--- src/hw/rtl/unique_value_set_table_defines.svh ---
// Assertion macros shared by the unique value set table RTL.
// Each macro expects signals named clk and rst in the module that uses it.
`ifndef UNIQUE_VALUE_SET_TABLE_DEFINES_SVH
`define UNIQUE_VALUE_SET_TABLE_DEFINES_SVH

// The property must hold at every clock edge outside reset.
`define UVST_ASSERT(label, prop, msg) \
  label: assert property (@(posedge clk) disable iff (rst) (prop)) else $error(msg);

// When the condition holds, the consequence must hold on the next clock edge.
`define UVST_ASSERT_NEXT(label, cond, cons, msg) \
  label: assert property (@(posedge clk) disable iff (rst) (cond) |=> (cons)) else $error(msg);

`endif

--- src/hw/rtl/uvst_pkg.sv ---
// Package for the unique value set table: sizes, request codes, the
// controller states and the command and status structs. No dependencies.
package uvst_pkg;

  localparam int SLOTS   = 16;
  localparam int CNT_W   = $clog2(SLOTS + 1);
  localparam int VALUE_W = 32;
  localparam int REQ_W   = 2;
  localparam int ENTRY_W = 5;
  localparam int OUT_W   = 8;

  localparam logic [REQ_W-1:0] REQ_INSERT = 2'd0;
  localparam logic [REQ_W-1:0] REQ_REMOVE = 2'd1;
  localparam logic [REQ_W-1:0] REQ_LOOKUP = 2'd2;

  typedef enum logic [1:0] {
    ST_IDLE,
    ST_COMPARE,
    ST_COMMIT
  } ctrl_state_t;

  typedef struct packed {
    logic load;
    logic compare;
    logic commit;
  } ctrl_cmd_t;

  typedef struct packed {
    logic out_busy;
  } dp_status_t;

endpackage

--- src/hw/rtl/unique_value_set_table.sv ---
// Top level of the unique value set table: a set of up to SLOTS distinct values.
// Depends on uvst_pkg, uvst_ctrl and uvst_datapath.
//
// Requests enter on the slave stream: s_tuser carries the request kind
// (insert, remove or lookup; code 3 acts as a lookup) and s_tdata the value.
// Each request gives exactly one response on the master stream, in order.
// The response tells whether the value was present, whether the set changed,
// whether an insert was refused because every slot is used, and the count.
// A request is taken in the idle state, compared against all slots in parallel
// in the compare state and committed in the commit state, where the response
// is registered; a new request is taken only once the controller is idle again.
// The three-state controller sets this order. The response sits in an output
// register, so the next request is accepted while it waits; if the receiver
// still stalls when the following commit is due, the commit waits and
// s_tready stays low until the register is free.
// Reset clears every valid bit and the count at once; the set is empty and
// ready as soon as reset is released.
module unique_value_set_table import uvst_pkg::*; (
  input  logic             clk,
  input  logic             rst,
  input  logic             s_tvalid,
  output logic             s_tready,
  input  logic [31:0]      s_tdata,  // value[31:0]
  input  logic [1:0]       s_tuser,  // req_type[1:0]
  output logic             m_tvalid,
  input  logic             m_tready,
  output logic [OUT_W-1:0] m_tdata   // was_present[0], changed[1], table_full[2],
                                     // entry_count[7:3]
);

  ctrl_cmd_t  cmd;
  dp_status_t status;

  uvst_ctrl u_ctrl (
    .clk      (clk),
    .rst      (rst),
    .s_tvalid (s_tvalid),
    .s_tready (s_tready),
    .status   (status),
    .cmd      (cmd)
  );

  uvst_datapath u_datapath (
    .clk       (clk),
    .rst       (rst),
    .cmd       (cmd),
    .status    (status),
    .req_type  (s_tuser),
    .value     (s_tdata),
    .out_valid (m_tvalid),
    .out_ready (m_tready),
    .out_data  (m_tdata)
  );

endmodule

--- src/hw/rtl/uvst_ctrl.sv ---
// Controller state machine of the unique value set table.
// Depends on uvst_pkg; drives the datapath through ctrl_cmd_t.
module uvst_ctrl import uvst_pkg::*; (
  input  logic       clk,
  input  logic       rst,
  input  logic       s_tvalid,
  output logic       s_tready,
  input  dp_status_t status,
  output ctrl_cmd_t  cmd
);

  ctrl_state_t state;
  ctrl_state_t state_next;

  always_ff @(posedge clk) begin
    if (rst) begin
      state <= ST_IDLE;
    end else begin
      state <= state_next;
    end
  end

  always_comb begin
    state_next  = state;
    s_tready    = 1'b0;
    cmd         = '0;
    unique case (state)
      ST_IDLE: begin
        s_tready = 1'b1;
        if (s_tvalid) begin
          cmd.load   = 1'b1;
          state_next = ST_COMPARE;
        end
      end
      ST_COMPARE: begin
        cmd.compare = 1'b1;
        state_next  = ST_COMMIT;
      end
      ST_COMMIT: begin
        if (!status.out_busy) begin
          cmd.commit = 1'b1;
          state_next = ST_IDLE;
        end
      end
      default: begin
        state_next = ST_IDLE;
      end
    endcase
  end

endmodule

--- src/hw/rtl/uvst_datapath.sv ---
// Datapath of the unique value set table: slot registers, parallel match,
// free slot search, count and the result register. Depends on uvst_pkg.
`include "unique_value_set_table_defines.svh"

module uvst_datapath import uvst_pkg::*; (
  input  logic                      clk,
  input  logic                      rst,
  input  ctrl_cmd_t                 cmd,
  output dp_status_t                status,
  input  logic [REQ_W-1:0]          req_type,
  input  logic signed [VALUE_W-1:0] value,
  output logic                      out_valid,
  input  logic                      out_ready,
  output logic [OUT_W-1:0]          out_data
);

  logic [VALUE_W-1:0] slot_values [SLOTS];
  logic [SLOTS-1:0]   slot_valid;
  logic [CNT_W-1:0]   held_count;

  logic [REQ_W-1:0]   req_r;
  logic [VALUE_W-1:0] value_r;
  logic [SLOTS-1:0]   match;
  logic [SLOTS-1:0]   free_oh;
  logic [SLOTS-1:0]   match_r;
  logic [SLOTS-1:0]   free_r;
  logic               present_r;
  logic               has_free_r;

  logic               insert_ok;
  logic               remove_ok;
  logic               refused;
  logic [SLOTS-1:0]   slot_valid_next;
  logic [CNT_W-1:0]   held_count_next;

  always_comb begin
    for (int i = 0; i < SLOTS; i++) begin
      match[i] = slot_valid[i] && (slot_values[i] == value_r);
    end
    free_oh = ~slot_valid & (slot_valid + SLOTS'(1));
  end

  always_ff @(posedge clk) begin
    if (cmd.load) begin
      req_r   <= req_type;
      value_r <= value;
    end
    if (cmd.compare) begin
      match_r    <= match;
      free_r     <= free_oh;
      present_r  <= |match;
      has_free_r <= ~&slot_valid;
    end
  end

  assign insert_ok = (req_r == REQ_INSERT) && !present_r && has_free_r;
  assign refused   = (req_r == REQ_INSERT) && !present_r && !has_free_r;
  assign remove_ok = (req_r == REQ_REMOVE) && present_r;

  always_comb begin
    slot_valid_next = slot_valid;
    held_count_next = held_count;
    if (insert_ok) begin
      slot_valid_next = slot_valid | free_r;
      held_count_next = held_count + CNT_W'(1);
    end else if (remove_ok) begin
      slot_valid_next = slot_valid & ~match_r;
      if (held_count != '0) begin
        held_count_next = held_count - CNT_W'(1);
      end
    end
  end

  always_ff @(posedge clk) begin
    if (rst) begin
      slot_valid <= '0;
      held_count <= '0;
      out_valid  <= 1'b0;
    end else begin
      if (cmd.commit) begin
        slot_valid <= slot_valid_next;
        held_count <= held_count_next;
        out_valid  <= 1'b1;
      end else if (out_ready) begin
        out_valid <= 1'b0;
      end
    end
  end

  always_ff @(posedge clk) begin
    for (int i = 0; i < SLOTS; i++) begin
      if (cmd.commit && insert_ok && free_r[i]) begin
        slot_values[i] <= value_r;
      end
    end
    if (cmd.commit) begin
      out_data <= {ENTRY_W'(held_count_next), refused, insert_ok || remove_ok, present_r};
    end
  end

  assign status.out_busy = out_valid && !out_ready;

  `UVST_ASSERT(a_count_matches_valid, $countones(slot_valid) == held_count, "count disagrees with valid bits")
  `UVST_ASSERT(a_single_match, $onehot0(match), "value held in more than one slot")
  `UVST_ASSERT_NEXT(a_insert_counts, cmd.commit && insert_ok, held_count == $past(held_count) + CNT_W'(1), "insert did not raise the count")
  `UVST_ASSERT_NEXT(a_remove_clears, cmd.commit && remove_ok, (slot_valid & $past(match_r)) == '0, "remove left the slot valid")

endmodule
--- config.mk ---
export PLATFORM = sky130hd
export DESIGN_NAME = unique_value_set_table
export DESIGN_NICKNAME = d
export VERILOG_FILES = /design/src/hw/rtl/uvst_pkg.sv /design/src/hw/rtl/unique_value_set_table.sv /design/src/hw/rtl/uvst_ctrl.sv /design/src/hw/rtl/uvst_datapath.sv
export VERILOG_INCLUDE_DIRS = /design/src /design/src/hw/rtl
export SDC_FILE = /design/constraint.sdc
export NUM_CORES = 1
export LEC_CHECK = 0
export ABC_AREA = 1
export ABC_CLOCK_PERIOD_IN_PS = 9800
export BUFFER_PORTS_ARGS = -buffer_cell sky130_fd_sc_hd__clkbuf_2
export CAP_MARGIN = 40
export CORE_MARGIN = 1
export CORE_UTILIZATION = 40
export CTS_CLUSTER_DIAMETER = 120
export CTS_CLUSTER_SIZE = 16
export DETAILED_ROUTE_END_ITERATION = 12
export PLACE_DENSITY_LB_ADDON = 0.25
export REMOVE_ABC_BUFFERS = 1
export SYNTH_ARGS = -nofsm -noshare
export SYNTH_HDL_FRONTEND = slang
export SYNTH_SLANG_ARGS = --single-unit
export TNS_END_PERCENT = 30
--- constraint.sdc ---
create_clock -name clk -period 9.8 [get_ports clk]
set_input_delay 1.96 -clock clk [delete_from_list [all_inputs] [get_ports clk]]
set_output_delay 1.96 -clock clk [all_outputs]
set_load 0.02 [all_outputs]
==> summary.md, run 1 <==
| Metric | Value |
|---|---|
| Yosys cell types | 34 |
| Max Cap Viol | 0 |
| Pre-antenna DRT Iters | 7 |
| Worst-margin pin slew | 822.7 ps |
| H-Tree Depth | 2 |
| Max Clk Rate | 278.5 MHz |
| Initial Util | 40.65% |
| I/O Buffers | 47 |
| DIE HEIGHT | 261.2 um |
| # IOs | 48 |
| First-pass GRT wire length | 113500 um |
| Final hold vios | 0 |
| Slowest CP cell | inv_1 |
| Outcome | finished, final reports clean |
| Hold depth | 2 |
| Clock Path Buffers | 3 |
| Core ar. | 66100 um^2 |
| Clock sink count | 612 |
| Static leakage | 11.14 nW |
| Max VDD drop | 146.3 uV |
| CTS tree | yes |
| Clock skew | 14.96 ps |
| Gr usage total | 23.20% |
| Vias in the first global route | 17350 |
| 1st-iter DRT viols | 2035 |
| RSZ-0062 raised after global routing | no |
| TNS Setup | 0 ps |
| Final Max Slew Viols | 0 |
| EDFF count, synth | 588 |
| Mean Syn Cell Area | 10.79 um^2 |
| CP Data Required Time | 10110 ps |
| Min Tclk post-route | 3591 ps |
| Cells along the critical path | clkbuf_2 > nor2_1 > inv_1 > nand2_1 > nor2_4 > nand2_1 > inv_1 > buf_8 |
| Share of cells above drive strength 1 | 7.678% |
| Fraction of the mapped netlist area in compound gates | 5.323% |
| Post_cts resized | 0 |
| Slew headroom | 45.08% |
| DRC viols | 0 |
| Crit Path Class | primary input to flip-flop |
| Fin crit share | 36.64% |
| ANT nets after route | 0 |
| Postcts setup bufs | 0 |
| PwrDens | 169.7 nW/um^2 |
| Post-DP HPWL | 46060 um |
| Wire per inst | 22.66 um |
| Row count | 94 |
| Synth Area in XOR/XNOR | 5.020% |
| Synth async-reset ratio | 0% |
| Latest clock arrival within the worst-skew pair | 600 ps |
| Largest net degree at the start of global routing | 35 |
| Crit path launch type | primary input |
| Worst hold path class | flip-flop to flip-flop |
| Hold Buf Count CTS | 0 |
| Synth warnings | 0 |
| Clock root buffer | clkbuf_16 |
| Gpl congestion | 0.8672 |
| Worst-path fanout max | 18 |
| Area Overhead vs Synth | 10.38% |
| Sequential share of power | 57.6% |
| Reg2Reg Depth | 13 |
| Syn Inst Count | 2491 |
| Mapped Area | 26870 um^2 |
| Dominant synthesized flop cell | edfxtp_1 |
| Final Setup Violations | 0 |
| Grt total ovfl | 0 |
| Logic pwr share | 7.6% |
| Post-Layout Cell Count | 3470 |
| Clock share of power | 34.9% |
| Initial antenna violation count | 2 |
| Kind of end point of the critical path | flip-flop |
| Post-layout util | 44.87% |
| Vias per cell | 5.284 |
| Nets | 2611 |
| Largest stage delay, worst path | 560 ps |
| Placed Instances | 3389 |
| Simple-Gate Fraction of Synth Area | 16.70% |
| Via count | 18330 |
| Internal power | 3.843 mW |
| Synth Area in Adders | 0.09314% |
| Sw Share | 23.63% |
| Die W | 261.2 um |
| Worst hold slack | 482.3 ps |
| #FFs+latches synth | 612 |
| Reg-to-reg slack, setup | 6780 ps |
| Sequential area share after synthesis | 67.50% |
| Switching power total | 1.189 mW |
| Main combinational cell family by area after synthesis | simple AND/OR/NAND/NOR gates |
| Die area | 68210 um^2 |
| CTS buffer count | 44 |
| Data arrival time of the worst path | 3900 ps |
| CTS clk-pin slew, worst paths | 70 ps |
| Multiplexer area fraction after synthesis | 0% |
| Routed wire length | 78640 um |
synthesized netlist by cell type, drive strengths merged, types with 3 or more instances:
master / number / area [um^2]
inv: 234 / 883.3
or2: 14 / 87.58
a21oi: 31 / 155.2
nor3: 41 / 210.2
nand4: 10 / 62.56
nand3: 57 / 285.3
nor4: 3 / 18.77
edfxtp: 588 / 17660
xor2: 92 / 805.8
o211ai: 18 / 135.1
dfxtp: 24 / 480.5
clkbuf: 4 / 16.26
o21ai: 217 / 1086
xnor2: 62 / 543.0
nor2: 274 / 1046
buf: 72 / 535.5
o22ai: 4 / 25.02
nand2: 738 / 2770
cells in the final DEF (no fill, tap or decap), types with 31 or more instances in the layout:
| master | instances |
|---|---|
| xor2_1 | 92 |
| nor3_1 | 39 |
| nand2_1 | 738 |
| clkbuf_16 | 45 |
| clkbuf_1 | 34 |
| clkbuf_2 | 47 |
| a21oi_1 | 31 |
| buf_4 | 48 |
| o21ai_0 | 195 |
| xnor2_1 | 62 |
| edfxtp_1 | 588 |
| nand3_1 | 57 |
| nor2_1 | 269 |
| inv_1 | 209 |
per-layer routing:
layer  share of wire (%)  GRT usage (%)  vias to the layer above
met5               0.014              0                        -
met2                  46          37.74                      784
met4                 3.3          8.075                        2
met3                 8.0          2.836                      132
met1                  42          32.14                     9001
li1                    -              -                     8415
path summary, 6_finish.rpt:
path | endpoint | startpoint
worst max-delay path | u_datapath.slot_values[2][54]$_DFFE_PP_ | m_tready
worst min-delay path | u_datapath.slot_valid[3]$_SDFFE_PP0P_ | u_datapath.slot_valid[3]$_SDFFE_PP0P_
worst max register to register | u_datapath.present_r$_DFFE_PN_ | u_datapath.value_r[14]$_DFFE_PP_
worst min register to register | u_datapath.slot_valid[3]$_SDFFE_PP0P_ | u_datapath.slot_valid[3]$_SDFFE_PP0P_
critical path, delay by kind of cell:
kind	cells	cell delay, ps
buf+inv	4	960
simple gates	4	960
cells by family (layout without fill, tap and decap cells):
logic type,Yosys count,in the layout
compound gates,274,274
xor+xnor,154,154
fa+ha+maj,2,2
buf+inv,311,425
flops,612,612
other cells,0,1
simple gates,1138,1138
through the flow:
| step | total power, mW | area, um^2 | setup WS, ps |
|---|---|---|---|
| final | 5.033 | 29660 | 6209 |
| after global placement | 3.325 | 28000 | 5408 |
| after global routing | 5.165 | 29660 | 6027 |
| after floorplan | 3.140 | 26320 | 5002 |
| after detailed placement | 3.334 | 28390 | 5568 |
| after CTS | 5.057 | 29660 | 6207 |
power groups by stage:
stage                     clock network (mW)  logic, mW  registers [mW]
after floorplan                            0      0.141            3.00
after global placement                     0      0.365            2.96
after detailed placement                   0      0.377            2.96
after CTS                               1.78      0.378            2.90
after global routing                    1.86      0.406            2.90
final                                   1.76      0.380            2.90
sequential cells by signal, indices dropped and copies added (netlist names):
register and flops:
u_datapath.out_valid 1, u_datapath.has_free_r 1, u_datapath.free_r 16, u_datapath.held_count 5, u_datapath.value_r 32, u_datapath.slot_valid 16, u_datapath.req_r 2, u_datapath.out_data 8
u_ctrl.state 2, u_datapath.match_r 16, u_datapath.slot_values 512, u_datapath.present_r 1
layout make-up:
cell class / instances / area [um^2]
Tap cell: 864 / 1081
Fill cell: 6136 / 36440
Clock buffer: 79 / 1254
Inverter: 235 / 887.1
Clock inverter: 1 / 16.27
Antenna cell: 1 / 2.502
Timing Repair Buffer: 110 / 983.4
Sequential cell: 612 / 18140
Multi-Input combinational cell: 1568 / 7297
No activity file was read; power rests on OpenSTA's default activity.
==> run 2, diff against run 1 <==
--- a/config.mk
+++ b/config.mk
@@ -7,7 +7,7 @@
 export NUM_CORES = 1
 export LEC_CHECK = 0
 export ABC_AREA = 1
-export ABC_CLOCK_PERIOD_IN_PS = 9800
+export ABC_CLOCK_PERIOD_IN_PS = 3700
 export BUFFER_PORTS_ARGS = -buffer_cell sky130_fd_sc_hd__clkbuf_2
 export CAP_MARGIN = 40
 export CORE_MARGIN = 1
==> constraint.sdc (replaced) <==
create_clock -name clk -period 3.7 [get_ports clk]
set_input_delay 0.74 -clock clk [delete_from_list [all_inputs] [get_ports clk]]
set_output_delay 0.74 -clock clk [all_outputs]
set_load 0.02 [all_outputs]
==> summary.md, run 2 (synthesis results as in run 1) <==
| Metric | Value |
|---|---|
| Wire length on met1 | 34850 um |
| Most frequent cells in the layout | 738 x nand2_1, 588 x edfxtp_1, 269 x nor2_1 |
| Total power | 13.40 mW |
| Pre-antenna DRT Iters | 6 |
| Die W | 261.2 um |
| CTS buffer count | 44 |
| Met3 routed WL | 6874 um |
| Vias per cell | 5.298 |
| Initial Util | 40.65% |
| Worst hold slack | 316.6 ps |
| Outcome | finished, final reports clean |
| Data arrival time of the worst path | 2880 ps |
| Clock sink count | 612 |
| Critical path startpoint | u_datapath.present_r$_DFFE_PN_ |
| Crit path launch type | flip-flop |
| Largest net degree at the start of global routing | 34 |
| Fin crit share | 71.68% |
| Placed Instances | 3392 |
| Final Setup Violations | 0 |
| Crit Path Class | flip-flop to flip-flop |
| Core ar. | 66100 um^2 |
| Logic pwr share | 7.7% |
| H-Tree Depth | 2 |
| Clock share of power | 34.9% |
| Postcts setup bufs | 0 |
| Internal power | 10.18 mW |
| Grt total ovfl | 0 |
| Die area | 68210 um^2 |
| I/O Buffers | 47 |
| 1st-iter DRT viols | 2306 |
| DIE HEIGHT | 261.2 um |
| CP Data Required Time | 3930 ps |
| Gr usage total | 24.16% |
| Max Clk Rate | 377.0 MHz |
| DP Area | 28200 um^2 |
| DR top layer | met4 |
| Hold Buf Count CTS | 0 |
| # IOs | 48 |
| Max Cap Viol | 0 |
| Worst-margin pin slew | 858.8 ps |
| Final hold vios | 0 |
| Clock skew | 18.42 ps |
| Initial antenna violation count | 3 |
| FF-to-FF Start | u_datapath.present_r$_DFFE_PN_ |
| Post-Layout Cell Count | 3472 |
| Slew headroom | 42.68% |
| Worst hold path class | primary input to flip-flop |
| Sw Share | 24.02% |
| CTS tree | yes |
| TNS Setup | 0 ps |
| DRC viols | 0 |
| Kind of end point of the critical path | flip-flop |
| ANT nets after route | 0 |
| Hold path startpoint | s_tdata[6] |
| Static leakage | 11.09 nW |
| Share of cells above drive strength 1 | 7.787% |
| Latest clock arrival within the worst-skew pair | 590 ps |
| Min Tclk post-route | 2652 ps |
| Max VDD drop | 314.0 uV |
| Max reg flops | 512 |
| Clock Path Buffers | 3 |
| Post-DP HPWL | 46890 um |
| Switching power total | 3.219 mW |
| Clock root buffer | clkbuf_16 |
| Wire per inst | 23.68 um |
| WL met2 | 37860 um |
| Worst-path fanout max | 32 |
| Final Cell Area | 29470 um^2 |
| First-pass GRT wire length | 117100 um |
| Post_cts resized | 0 |
| Biggest regs | u_datapath.slot_values x512, u_datapath.value_r x32 |
| Commonest non-fill, non-tap cell in the layout | nand2_1 |
| CTS clk-pin slew, worst paths | 80 ps |
| PwrDens | 454.7 nW/um^2 |
| Row count | 94 |
| Final Max Slew Viols | 0 |
| Vias in the first global route | 17170 |
| Routed wire length | 82220 um |
| RSZ-0062 raised after global routing | no |
| Area Overhead vs Synth | 9.672% |
| Sequential share of power | 57.4% |
| Via count | 18390 |
| Gpl congestion | 0.8644 |
| Nets | 2614 |
| Top reg by flops | u_datapath.slot_values |
run 2: changes by cell type in the layout (fill, tap and decap cells not counted):
cell and delta:
buf_16 -11, buf_4 +14, buf_12 +2, buf_8 -2, clkbuf_1 -1
run 2: worst max-delay path, cell delays in order, from the launching register on:
cell,delay [ps]
edfxtp_1,490
inv_1,130
nand4_1,320
nor2_4,650
nand2_1,180
inv_1,90
buf_4,370
run 2: worst paths after layout:
kind	end	slack (ps)	cells past startpoint
max	u_datapath.slot_values[0][33]$_DFFE_PP_	1050	6
max reg2reg	u_datapath.slot_values[0][33]$_DFFE_PP_	1050	6
min	u_datapath.value_r[6]$_DFFE_PP_	320	1
min reg2reg	u_datapath.slot_valid[3]$_SDFFE_PP0P_	500	2
run 2: layout make-up:
type | instances | area, um^2
Antenna cell | 1 | 2.502
Sequential cell | 612 | 18140
Clock buffer | 78 | 1250
Tap cell | 864 | 1081
Clock inverter | 1 | 16.27
Timing Repair Buffer | 113 | 795.8
Fill cell | 6158 | 36630
Inverter | 235 | 887.1
Multi-Input combinational cell | 1568 | 7297
run 2: per-stage QoR:
stage,setup WS [ps],util [%]
floorplan,122.1,-
global placement,918.8,42.55
detailed placement,892.8,42.66
CTS,1075,44.58
global route,906.3,44.58
finish,1048,44.58
run 2: power by group through the flow:
stage	registers [mW]	logic, mW	clock network [mW]
after detailed placement	7.85	1.01	0
after CTS	7.69	1.02	4.73
after floorplan	7.94	0.373	0
final	7.69	1.03	4.68
after global placement	7.85	0.991	0
after global routing	7.70	1.08	4.96
run 2: layer usage:
layer  track usage (%)  vias to the layer above
met2             38.65                      851
met1             34.09                     9000
met4             7.962                        0
li1                  -                     8417
met3             3.117                      125
met5                 0                        -
==> run 3, diff against run 2 <==
--- a/config.mk
+++ b/config.mk
@@ -7,7 +7,7 @@
 export NUM_CORES = 1
 export LEC_CHECK = 0
 export ABC_AREA = 1
-export ABC_CLOCK_PERIOD_IN_PS = 3700
+export ABC_CLOCK_PERIOD_IN_PS = 2800
 export BUFFER_PORTS_ARGS = -buffer_cell sky130_fd_sc_hd__clkbuf_2
 export CAP_MARGIN = 40
 export CORE_MARGIN = 1
==> constraint.sdc (replaced) <==
create_clock -name clk -period 2.8 [get_ports clk]
set_input_delay 0.56 -clock clk [delete_from_list [all_inputs] [get_ports clk]]
set_output_delay 0.56 -clock clk [all_outputs]
set_load 0.02 [all_outputs]
==> summary.md, run 3 (synthesis results as in run 1) <==
| Metric | Value |
|---|---|
| # IOs | 48 |
| CTS buffer count | 44 |
| Clock share of power | 34.6% |
| Wire per inst | 22.78 um |
| Kind of end point of the critical path | flip-flop |
| Fin crit share | 87.68% |
| Clock skew | 33.42 ps |
| Final Setup Violations | 0 |
| FF-to-FF Start | u_datapath.value_r[2]$_DFFE_PP_ |
| Worst-margin pin slew | 674.3 ps |
| Worst hold path class | primary input to flip-flop |
| I/O Buffers | 47 |
| Post-layout util | 45.31% |
| Top reg by flops | u_datapath.slot_values |
| Grt total ovfl | 0 |
| Biggest regs | u_datapath.slot_values x512, u_datapath.value_r x32 |
| Reg2Reg Depth | 13 |
| CTS tree | yes |
| Logic pwr share | 7.6% |
| Via count | 18230 |
| Post-DP HPWL | 51660 um |
| Crit path launch type | flip-flop |
| Diode count | 0 |
| DIE HEIGHT | 261.2 um |
| TNS Setup | 0 ps |
| Routed wire length | 79600 um |
| Sw Share | 23.61% |
| Largest net degree at the start of global routing | 35 |
| Internal power | 13.42 mW |
| Gr usage total | 23.56% |
| Static leakage | 11.32 nW |
| Latest clock arrival within the worst-skew pair | 620 ps |
| Hold Buf Count CTS | 0 |
| Data arrival time of the worst path | 2800 ps |
| Nets | 2651 |
| Vias per cell | 5.218 |
| Postcts setup bufs | 0 |
| Commonest non-fill, non-tap cell in the layout | nand2_1 |
| Worst hold endpoint | u_datapath.value_r[19]$_DFFE_PP_ |
| Final Cell Area | 29950 um^2 |
| Placed Instances | 3429 |
| Worst hold slack | 117.3 ps |
| Die W | 261.2 um |
| Hold path startpoint | s_tdata[19] |
| Die area | 68210 um^2 |
| Share of cells above drive strength 1 | 9.202% |
| Row count | 94 |
| Worst setup margin | 345.0 ps |
| Reg-to-reg slack, setup | 340 ps |
| Post_cts resized | 0 |
| DP Area | 28720 um^2 |
| Final Max Slew Viols | 0 |
| DRC viols | 0 |
| Sequential share of power | 57.9% |
| Final hold vios | 0 |
| Pre-antenna DRT Iters | 6 |
| Crit Path Class | flip-flop to flip-flop |
| Max Cap Viol | 0 |
| Place WS | 366.0 ps |
| Most frequent cells in the layout | 738 x nand2_1, 588 x edfxtp_1, 269 x nor2_1 |
| Worst-path fanout max | 12 |
| Slew headroom | 55.00% |
| Initial antenna violation count | 2 |
| Clock root buffer | clkbuf_16 |
| Area Overhead vs Synth | 11.46% |
| Core ar. | 66100 um^2 |
| RSZ-0062 raised after global routing | no |
| Max VDD drop | 594.0 uV |
| Max reg flops | 512 |
| Initial Util | 40.65% |
| Hold depth | 1 |
| CP Data Required Time | 3140 ps |
| Post-Layout Cell Count | 3494 |
| Min Tclk post-route | 2455 ps |
| Total power | 17.57 mW |
| Vias in the first global route | 17830 |
| Max Clk Rate | 407.3 MHz |
| Clock Path Buffers | 3 |
| First-pass GRT wire length | 115900 um |
| CTS clk-pin slew, worst paths | 70 ps |
| Gpl congestion | 0.8979 |
| H-Tree Depth | 2 |
| Clock sink count | 612 |
| 1st-iter DRT viols | 1877 |
| Outcome | finished, final reports clean |
| Switching power total | 4.148 mW |
| FF-to-FF End | u_datapath.present_r$_DFFE_PN_ |
| ANT nets after route | 0 |
| PwrDens | 586.8 nW/um^2 |
==> run 3: final cells by class <==
| type | instances | area (um^2) |
|---|---|---|
| clock buffer | 62 | 1190 |
| timing repair buffer | 150 | 1321 |
| clock inverter | 3 | 33.78 |
| tap | 864 | 1081 |
| multi-input combinational | 1568 | 7297 |
| sequential | 612 | 18140 |
| inverter | 235 | 887.1 |
| fill | 6132 | 36150 |
==> run 3: power groups by stage <==
| stage | registers [mW] | logic, mW | clock network (mW) |
|---|---|---|---|
| after floorplan | 10.5 | 0.493 | 0 |
| after global placement | 10.4 | 1.31 | 0 |
| after detailed placement | 10.4 | 1.32 | 0 |
| after CTS | 10.2 | 1.32 | 6.19 |
| after global routing | 10.2 | 1.42 | 6.47 |
| final | 10.2 | 1.33 | 6.08 |
==> run 3: layer usage <==
metal	part of all wire, %	vias to the layer above	GRT usage (%)
met5	0.025	-	0
met4	2.5	2	6.767
met3	7.6	112	3.107
met2	47	730	38.83
met1	43	8920	32.60
li1	-	8469	-
==> run 3: worst max path at each step <==
stage,from,endpoint,depth (start not counted)
after floorplan,s_tvalid,u_datapath.req_r[0]$_DFFE_PP_,2
after global placement,u_datapath.value_r[2]$_DFFE_PP_,u_datapath.present_r$_DFFE_PN_,13
after detailed placement,u_datapath.value_r[2]$_DFFE_PP_,u_datapath.present_r$_DFFE_PN_,13
after CTS,u_datapath.value_r[2]$_DFFE_PP_,u_datapath.present_r$_DFFE_PN_,13
after global routing,u_datapath.value_r[22]$_DFFE_PP_,u_datapath.present_r$_DFFE_PN_,13
final,u_datapath.value_r[2]$_DFFE_PP_,u_datapath.present_r$_DFFE_PN_,13
==> run 3: critical path: stages (launching register included) <==
cell and delay [ps]:
edfxtp_1 540, inv_2 380, buf_4 290, nand2_1 70, nand2_1 70, nor2_1 50
nand2_1 60, nor2_1 40, nand3_1 180, nor2_1 110, nor2_1 130, nand2_1 70
nor2_1 140, nand2_1 80
